==> src/rtl/i2cmra_pkg.sv <==
// ----------------------------------------------------------------------------
// i2cmra_pkg
// Shared types and codes for the i2c master register access sequencer:
// item modes, engine commands, engine status codes, sequencer phases and
// the beat, context and result structs.
// ----------------------------------------------------------------------------
package i2cmra_pkg;

	// item modes
	typedef enum logic [1:0] {
		MODE_WRITE     = 2'd0,
		MODE_READ      = 2'd1,
		MODE_EVENT     = 2'd2,
		MODE_STOP_DONE = 2'd3
	} mode_t;

	// commands to the byte-level engine
	typedef enum logic [2:0] {
		CMD_NONE    = 3'd0,
		CMD_START   = 3'd1,
		CMD_SEND    = 3'd2,
		CMD_RX_ACK  = 3'd3,
		CMD_RX_NACK = 3'd4,
		CMD_STOP    = 3'd5
	} cmd_t;

	// sequencer phases
	typedef enum logic [3:0] {
		PH_IDLE      = 4'd0,
		PH_WSTART    = 4'd1,
		PH_WSLA      = 4'd2,
		PH_WADDR     = 4'd3,
		PH_WDATA     = 4'd4,
		PH_RSTART    = 4'd5,
		PH_RSLA      = 4'd6,
		PH_RDATA     = 4'd7,
		PH_STOP_OK   = 4'd8,
		PH_STOP_FAIL = 4'd9
	} phase_t;

	// engine status codes, low three bits masked off
	localparam logic [7:0] STATUS_MASK = 8'hF8;
	localparam logic [7:0] ST_START    = 8'h08;
	localparam logic [7:0] ST_RSTART   = 8'h10;
	localparam logic [7:0] ST_SLAW_ACK = 8'h18;
	localparam logic [7:0] ST_DATA_ACK = 8'h28;
	localparam logic [7:0] ST_SLAR_ACK = 8'h40;
	localparam logic [7:0] ST_RX_ACK   = 8'h50;
	localparam logic [7:0] ST_RX_NACK  = 8'h58;

	localparam logic       READ_BIT       = 1'b1;
	localparam logic [2:0] MAX_ADDR_BYTES = 3'd4;

	// one input beat
	typedef struct packed {
		mode_t        mode;
		logic [6:0]   slave_addr;
		logic [31:0]  reg_addr;
		logic [2:0]   reg_addr_bytes;
		logic [15:0]  byte_count;
		logic [7:0]   bus_status;
		logic [7:0]   rx_byte;
		logic [7:0]   tx_byte;
	} item_t;

	// transaction context
	typedef struct packed {
		phase_t       phase;
		logic         read_pending;
		logic [6:0]   target_addr;
		logic [31:0]  internal_addr;
		logic [2:0]   addr_bytes_total;
		logic [2:0]   addr_bytes_sent;
		logic [15:0]  remaining;
		logic [15:0]  data_index;
	} ctx_t;

	// one result beat
	typedef struct packed {
		cmd_t         command;
		logic [7:0]   command_byte;
		logic         tx_taken;
		logic         rx_valid;
		logic [7:0]   rx_data;
		logic [15:0]  byte_index;
		logic         done_res;
		logic         failed;
	} res_t;

endpackage

==> src/rtl/i2cmra_step.sv <==
// ----------------------------------------------------------------------------
// i2cmra_step
// Per-beat decision logic: from the current context and one input beat,
// works out the next context and the result beat (command, byte, status).
// ----------------------------------------------------------------------------
module i2cmra_step (
	input  i2cmra_pkg::item_t item,
	input  i2cmra_pkg::ctx_t  ctx,
	output i2cmra_pkg::ctx_t  ctx_next,
	output i2cmra_pkg::res_t  res
);
	import i2cmra_pkg::*;

	logic [7:0]  st;
	logic        addr_more;
	logic        wr_more;
	logic        addr_ok;
	logic        rx_ok;
	logic [15:0] rem_dec;
	logic        rx_last;
	logic [2:0]  nb_sat;
	logic        stopping;
	logic [7:0]  addr_byte;

	// shared conditions
	assign st        = item.bus_status & STATUS_MASK;
	assign addr_more = ctx.addr_bytes_sent < ctx.addr_bytes_total;
	assign wr_more   = !ctx.read_pending && (ctx.remaining != 16'd0);
	assign addr_ok   = (ctx.phase == PH_WSLA) ? (st == ST_SLAW_ACK) : (st == ST_DATA_ACK);
	assign rx_ok     = (st == ST_RX_ACK) || (st == ST_RX_NACK);
	assign rem_dec   = (ctx.remaining != 16'd0) ? ctx.remaining - 16'd1 : ctx.remaining;
	assign rx_last   = (st == ST_RX_NACK) || (rem_dec == 16'd0);
	assign nb_sat    = (item.reg_addr_bytes > MAX_ADDR_BYTES) ? MAX_ADDR_BYTES
	                                                         : item.reg_addr_bytes;
	assign stopping  = (ctx.phase == PH_STOP_OK) || (ctx.phase == PH_STOP_FAIL);
	assign addr_byte = ctx.internal_addr[{ctx.addr_bytes_sent[1:0], 3'b000} +: 8];

	// next context
	always_comb begin
		ctx_next = ctx;
		unique case (item.mode)
			MODE_WRITE, MODE_READ: begin
				ctx_next.target_addr      = item.slave_addr;
				ctx_next.internal_addr    = item.reg_addr;
				ctx_next.addr_bytes_total = nb_sat;
				ctx_next.addr_bytes_sent  = 3'd0;
				ctx_next.remaining        = item.byte_count;
				ctx_next.data_index       = 16'd0;
				if (item.mode == MODE_READ && nb_sat == 3'd0) begin
					ctx_next.read_pending = 1'b0;
					ctx_next.phase        = PH_RSTART;
				end else begin
					ctx_next.read_pending = (item.mode == MODE_READ);
					ctx_next.phase        = PH_WSTART;
				end
			end
			MODE_STOP_DONE: begin
				if (stopping) begin
					if (ctx.read_pending) begin
						ctx_next.read_pending = 1'b0;
						ctx_next.phase        = PH_RSTART;
					end else begin
						ctx_next.phase = PH_IDLE;
					end
				end
			end
			MODE_EVENT: begin
				unique case (ctx.phase) inside
					PH_WSTART: begin
						if (st == ST_START) begin
							ctx_next.phase = PH_WSLA;
						end else if (ctx.read_pending) begin
							ctx_next.read_pending = 1'b0;
							ctx_next.phase        = PH_RSTART;
						end else begin
							ctx_next.phase = PH_IDLE;
						end
					end
					PH_WSLA, PH_WADDR, PH_WDATA: begin
						if (ctx.phase == PH_WDATA ? !(st == ST_DATA_ACK || st == ST_SLAW_ACK)
						                          : !addr_ok) begin
							ctx_next.phase = PH_STOP_FAIL;
						end else if (ctx.phase != PH_WDATA && addr_more) begin
							ctx_next.addr_bytes_sent = ctx.addr_bytes_sent + 3'd1;
							ctx_next.phase           = PH_WADDR;
						end else if (wr_more) begin
							ctx_next.data_index = ctx.data_index + 16'd1;
							ctx_next.remaining  = ctx.remaining - 16'd1;
							ctx_next.phase      = PH_WDATA;
						end else begin
							ctx_next.phase = PH_STOP_OK;
						end
					end
					PH_RSTART: begin
						ctx_next.phase = (st == ST_START || st == ST_RSTART) ? PH_RSLA : PH_IDLE;
					end
					PH_RSLA: begin
						if (st != ST_SLAR_ACK)
							ctx_next.phase = PH_STOP_FAIL;
						else if (ctx.remaining == 16'd0)
							ctx_next.phase = PH_STOP_OK;
						else
							ctx_next.phase = PH_RDATA;
					end
					PH_RDATA: begin
						if (rx_ok) begin
							ctx_next.data_index = ctx.data_index + 16'd1;
							ctx_next.remaining  = rem_dec;
							ctx_next.phase      = rx_last ? PH_STOP_OK : PH_RDATA;
						end else begin
							ctx_next.phase = PH_STOP_FAIL;
						end
					end
					default: begin
						ctx_next.phase = ctx.phase;
					end
				endcase
			end
		endcase
	end

	// result beat
	always_comb begin
		res = '0;
		unique case (item.mode)
			MODE_WRITE, MODE_READ: begin
				res.command = CMD_START;
			end
			MODE_STOP_DONE: begin
				if (stopping) begin
					if (ctx.read_pending) begin
						res.command = CMD_START;
					end else begin
						res.done_res = 1'b1;
						res.failed   = (ctx.phase == PH_STOP_FAIL);
					end
				end
			end
			MODE_EVENT: begin
				unique case (ctx.phase) inside
					PH_WSTART: begin
						if (st == ST_START) begin
							res.command      = CMD_SEND;
							res.command_byte = {ctx.target_addr, 1'b0};
						end else if (ctx.read_pending) begin
							res.command = CMD_START;
						end else begin
							res.done_res = 1'b1;
							res.failed   = 1'b1;
						end
					end
					PH_WSLA, PH_WADDR, PH_WDATA: begin
						if (ctx.phase == PH_WDATA ? !(st == ST_DATA_ACK || st == ST_SLAW_ACK)
						                          : !addr_ok) begin
							res.command = CMD_STOP;
						end else if (ctx.phase != PH_WDATA && addr_more) begin
							res.command      = CMD_SEND;
							res.command_byte = addr_byte;
						end else if (wr_more) begin
							res.command      = CMD_SEND;
							res.command_byte = item.tx_byte;
							res.tx_taken     = 1'b1;
							res.byte_index   = ctx.data_index;
						end else begin
							res.command = CMD_STOP;
						end
					end
					PH_RSTART: begin
						if (st == ST_START || st == ST_RSTART) begin
							res.command      = CMD_SEND;
							res.command_byte = {ctx.target_addr, READ_BIT};
						end else begin
							res.done_res = 1'b1;
							res.failed   = 1'b1;
						end
					end
					PH_RSLA: begin
						if (st != ST_SLAR_ACK || ctx.remaining == 16'd0)
							res.command = CMD_STOP;
						else
							res.command = (ctx.remaining == 16'd1) ? CMD_RX_NACK : CMD_RX_ACK;
					end
					PH_RDATA: begin
						if (rx_ok) begin
							res.rx_valid   = 1'b1;
							res.rx_data    = item.rx_byte;
							res.byte_index = ctx.data_index;
							if (rx_last)
								res.command = CMD_STOP;
							else
								res.command = (rem_dec == 16'd1) ? CMD_RX_NACK : CMD_RX_ACK;
						end else begin
							res.command = CMD_STOP;
						end
					end
					default: begin
						res.command = CMD_NONE;
					end
				endcase
			end
		endcase
	end

endmodule

==> src/rtl/i2c_master_register_access_sequencer.sv <==
// ----------------------------------------------------------------------------
// i2c_master_register_access_sequencer
// Sequences start, address, register-address, data and stop commands for a
// byte-level i2c master engine, one command beat per input beat.
// Each accepted input beat passes through the input register, then the step
// logic into the result register, to give its result beat.
// One beat per cycle while res_stall is low; context update is a single step.
// Reset: asynchronous, clears the context to idle and both stages to empty.
// ----------------------------------------------------------------------------
module i2c_master_register_access_sequencer (
	input  logic        clk,
	input  logic        arst_n,
	// input channel
	input  logic        item_valid,
	output logic        item_stall,
	input  logic [1:0]  mode,
	input  logic [6:0]  slave_addr,
	input  logic [31:0] reg_addr,
	input  logic [2:0]  reg_addr_bytes,
	input  logic [15:0] byte_count,
	input  logic [7:0]  bus_status,
	input  logic [7:0]  rx_byte,
	input  logic [7:0]  tx_byte,
	// result channel
	output logic        res_valid,
	input  logic        res_stall,
	output logic [2:0]  command,
	output logic [7:0]  command_byte,
	output logic        tx_taken,
	output logic        rx_valid,
	output logic [7:0]  rx_data,
	output logic [15:0] byte_index,
	output logic        done_res,
	output logic        failed
);
	import i2cmra_pkg::*;

	item_t item_s1;
	logic  valid_s1;
	ctx_t  ctx_q;
	ctx_t  ctx_next;
	res_t  res_next;
	res_t  res_q;
	logic  res_valid_q;
	logic  advance;
	logic  take;

	// stage 1 moves on when the result register is empty or being drained
	assign advance    = valid_s1 && (!res_valid_q || !res_stall);
	assign item_stall = valid_s1 && !advance;
	assign take       = item_valid && !item_stall;

	// input register
	always_ff @(posedge clk or negedge arst_n) begin
		if (!arst_n) begin
			valid_s1 <= 1'b0;
		end else if (take) begin
			valid_s1 <= 1'b1;
		end else if (advance) begin
			valid_s1 <= 1'b0;
		end
	end

	always_ff @(posedge clk) begin
		if (take) begin
			item_s1.mode           <= mode_t'(mode);
			item_s1.slave_addr     <= slave_addr;
			item_s1.reg_addr       <= reg_addr;
			item_s1.reg_addr_bytes <= reg_addr_bytes;
			item_s1.byte_count     <= byte_count;
			item_s1.bus_status     <= bus_status;
			item_s1.rx_byte        <= rx_byte;
			item_s1.tx_byte        <= tx_byte;
		end
	end

	// decision logic
	i2cmra_step u_step (
		.item     (item_s1),
		.ctx      (ctx_q),
		.ctx_next (ctx_next),
		.res      (res_next)
	);

	// transaction context
	always_ff @(posedge clk or negedge arst_n) begin
		if (!arst_n) begin
			ctx_q <= '{phase: PH_IDLE, default: '0};
		end else if (advance) begin
			ctx_q <= ctx_next;
		end
	end

	// result register
	always_ff @(posedge clk or negedge arst_n) begin
		if (!arst_n) begin
			res_valid_q <= 1'b0;
		end else if (advance) begin
			res_valid_q <= 1'b1;
		end else if (!res_stall) begin
			res_valid_q <= 1'b0;
		end
	end

	always_ff @(posedge clk) begin
		if (advance) begin
			res_q <= res_next;
		end
	end

	assign res_valid    = res_valid_q;
	assign command      = res_q.command;
	assign command_byte = res_q.command_byte;
	assign tx_taken     = res_q.tx_taken;
	assign rx_valid     = res_q.rx_valid;
	assign rx_data      = res_q.rx_data;
	assign byte_index   = res_q.byte_index;
	assign done_res     = res_q.done_res;
	assign failed       = res_q.failed;

endmodule
==> config.mk <==
export PLATFORM = sky130hd
export DESIGN_NAME = i2c_master_register_access_sequencer
export DESIGN_NICKNAME = d
export VERILOG_FILES = /design/src/rtl/i2cmra_pkg.sv /design/src/rtl/i2cmra_step.sv /design/src/rtl/i2c_master_register_access_sequencer.sv
export SDC_FILE = /design/constraint.sdc
export NUM_CORES = 1
export LEC_CHECK = 0
export ABC_CLOCK_PERIOD_IN_PS = 3300
export BUFFER_PORTS_ARGS = -buffer_cell sky130_fd_sc_hd__buf_2
export CORE_MARGIN = 8
export CORE_UTILIZATION = 55
export DETAILED_ROUTE_END_ITERATION = 7
export GPL_TIMING_DRIVEN = 0
export PLACE_DENSITY = 0.84
export SLEW_MARGIN = 0
export SYNTH_ARGS = -nofsm -noshare
export SYNTH_HDL_FRONTEND = slang
export SYNTH_SLANG_ARGS = --single-unit
==> constraint.sdc <==
create_clock -name clk -period 3.3 [get_ports clk]
set_input_delay 0.495 -clock clk [delete_from_list [all_inputs] [get_ports clk]]
set_output_delay 0.495 -clock clk [all_outputs]
set_load 0.1 [all_outputs]
==> metrics.cfg <==
[power_and_ir_drop]
p_leak_nw = 4.357
power_mw = 6.579
comb_power_share_pct = 18.1
p_seq_share_pct = 48.1
p_switching_mw = 1.901
pwr-share-clk_pct = 33.9
internal_power_mw = 4.677
power_density_mw_per_mm2 = 624.5
peakVddDrop_mv = 0.5476
p_sw_share_pct = 28.90

[synthesis]
postSynthCellCount = 770
dominantRegCellSynth = edfxtp_1
yosysMostFrequentCell = nand2_1
syn_avg_cell_area_um2 = 11.50
synthTopCellsByCount = nand2_1, edfxtp_1, dfrtp_1
netlist_area_mm2 = 0.008858
ys_warn_count = 0
synth_nets = 864
netlist.top_cell.by_area = edfxtp_1
synth_edf_count = 120
netlist.area_leader.share_pct = 40.68
ys_seq_elements = 204
async_flop_share_pct = 41.18
synth_cell_types = 61
netlist_top_cells_area = edfxtp_1, dfrtp_1, nand2_1
ys_seq_area_share_pct = 64.41

[placed_design]
gp_congestion = 0.9505
hpwlAfterDp_mm = 14.53
post-place-ws_ps = -353.1
portBuffers = 125

[detailed_routing]
drc_errors = 0
dr_total_vias = 6505
drt_pass1_iterations = 5
viasPerCell = 5.627
wirelength_mm = 20.36
wl_per_cell_um = 17.61
first_iter_violations = 559
postRouteAntennaNets = 0

[floorplanning]
die-area_mm2 = 0.02042
io-pin-count = 129
core_mm2 = 0.01583
die_h_um = 142.9
fp-row-count = 46
die_x_um = 142.9
start_util_pct = 55.97

[min_path]
hp-class = input port to register
hold_depth = 1

[setup_path]
path_class = register to register
crit_path_max_fanout = 10
worst-r2r-cell-count = 9
cp-start-kind = register
cp.required_ps = 3710
cp.arrival_ps = 3570
worstSetupEndpointType = register

[clock_tree]
cts.sinks = 204
numCtsBuffers = 21
cts.reportedPaths.clkPinSlew_ps = 60
clk_path_buf_depth = 3
clkLatencyLatePin_ps = 490
tritoncts = built
root_buffer = clkbuf_16
h-tree-depth = 1

[layout]
drive_gt1_share_pct = 20.64
area_delta_synth_final_pct = 18.93
nNetsFinal = 1019
diodes = 0

[global_routing]
grt_pass1_wl_mm = 32.48
grt_max_degree = 59
grt_use_total_pct = 19.93
grt_overflow = 0
grt_pass1_vias = 6318
antenna_found_initial = 0

[job]
drv_cap = 0

[sta]
finalMaxSlewViolations = 0
max_freq_mhz = 316.8
rsz0062_at_grt = false
setup_violations = 0
relSlewSlack_pct = 39.60
fin_crit_sh_pct = 95.65
tightest_slew_ps = 897.7
min_period_ps = 3156
fin_ws_ps = 143.7
finClkSkew_ps = 14.63
final-hold-violation-count = 0

[status]
outcome = completed

stage by stage:
step           utilization [%]  hold slack (ps)  cell area (um2)  TNS [ps]  cells
2_1_floorplan                -            199.4             8861         0    770
3_3_place_gp             61.64            417.6             9757     -2844   1111
3_5_place_dp             62.02            423.2             9816     -4293   1113
4_1_cts                  66.26            153.2            10490         0   1152
5_1_grt                  66.56            153.1            10540         0   1156
6_report                 66.56            171.5            10540         0   1156
area by class of cell:
type	count	area, um2
multi-input combinational	517	2983
sequential	204	5705
clock buffer	33	600.6
tap	216	270.3
inverter	11	46.29
fill	1181	5293
buffer	38	153.9
timing repair buffer	132	723.2
clock inverter	5	52.55
routing by layer:
metal  vias up  global-route usage (%)  share of wire, %
met1      3105                   27.82                44
met5         -                       0                 0
met3        39                   3.306               7.7
met4         0                   5.705               2.4
met2       268                   31.57                46
li1       3093                       -                 -
cells by family after synthesis:
family	Yosys count	synth area share, %
adders and majority gates	6	0.8474
DFF	204	64.41
and+or+nand+nor	384	20.83
xor gates and xnor gates	17	1.681
AOI/OAI and AO/OA	99	7.641
muxes	11	2.387
buffers and inverters	49	2.203
flip-flops by register name (all words and copies together), names as in the netlist:
| name | flops |
|---|---|
| res_valid | 1 |
| byte_index | 16 |
| rx_valid | 1 |
| tx_taken | 1 |
| item_s1 | 81 |
| ctx_q | 82 |
| command_byte | 8 |
| rx_data | 8 |
| failed | 1 |
| done_res | 1 |
| valid_s1 | 1 |
| command | 3 |
what timing repair did:
action	CTS	global route
gates resized for setup	2	4
buffers inserted	0	4
hold buffers	1	0
endpoints found under the hold margin	26	0
endpoints found under the setup margin	25	31
pin swaps	0	1
power by group through the flow:
stage                     clock network [mW]  registers, mW  logic [mW]
after floorplan                            0           3.40       0.617
after global placement                     0           3.19        1.13
after detailed placement                   0           3.20        1.16
after CTS                               2.27           3.16        1.17
after global routing                    2.38           3.19        1.29
final                                   2.23           3.16        1.19
path summary, 6_finish.rpt:
path	slack, ps	from	to
max reg2reg	140	ctx_q[26]$_DFFE_PN0P_	ctx_q[17]$_DFFE_PN0P_
max	140	ctx_q[26]$_DFFE_PN0P_	ctx_q[17]$_DFFE_PN0P_
min	170	slave_addr[3]	item_s1[78]$_DFFE_PP_
min in group asynchronous	480	arst_n	valid_s1$_DFFE_PN0P_
min reg2reg	440	item_s1[51]$_DFFE_PP_	ctx_q[46]$_DFFE_PN0P_
max in group asynchronous	2210	arst_n	ctx_q[75]$_DFFE_PN0P_
cell usage in the layout (no fill, tap or decap), types with 4 or more instances in the layout:
cell type	netlist	final
nor4_1	20	19
edfxtp_1	120	120
or3_1	4	4
and2_1	20	19
buf_4	1	6
or4_1	12	12
nand3b_1	6	6
nand4_1	9	9
and3_1	15	15
o211ai_1	5	5
nor2_1	53	52
nand3_1	15	15
inv_1	10	10
a21oi_1	19	19
clkbuf_1	28	37
clkbuf_16	0	21
a22oi_1	8	8
nand2_1	175	175
nor3_1	19	19
dfrtp_1	84	84
a31oi_1	9	9
o31ai_1	5	5
o21ai_0	19	19
mux4_2	8	8
a31o_2	4	4
nand2b_1	16	16
buf_2	6	130
xnor2_1	13	13
or2_2	4	4
xor2_1	4	4
ha_1	6	5
critical path: stages, from the launching register on:
cell and delay [ps]:
dfrtp_1 430, nor4_1 790, nand4_1 340, nor2b_4 250
a311oi_2 330, or2_1 160, buf_4 180, buf_2 290
o21ai_0 140, a21oi_1 170
No activity file was read; power rests on OpenSTA's default activity.
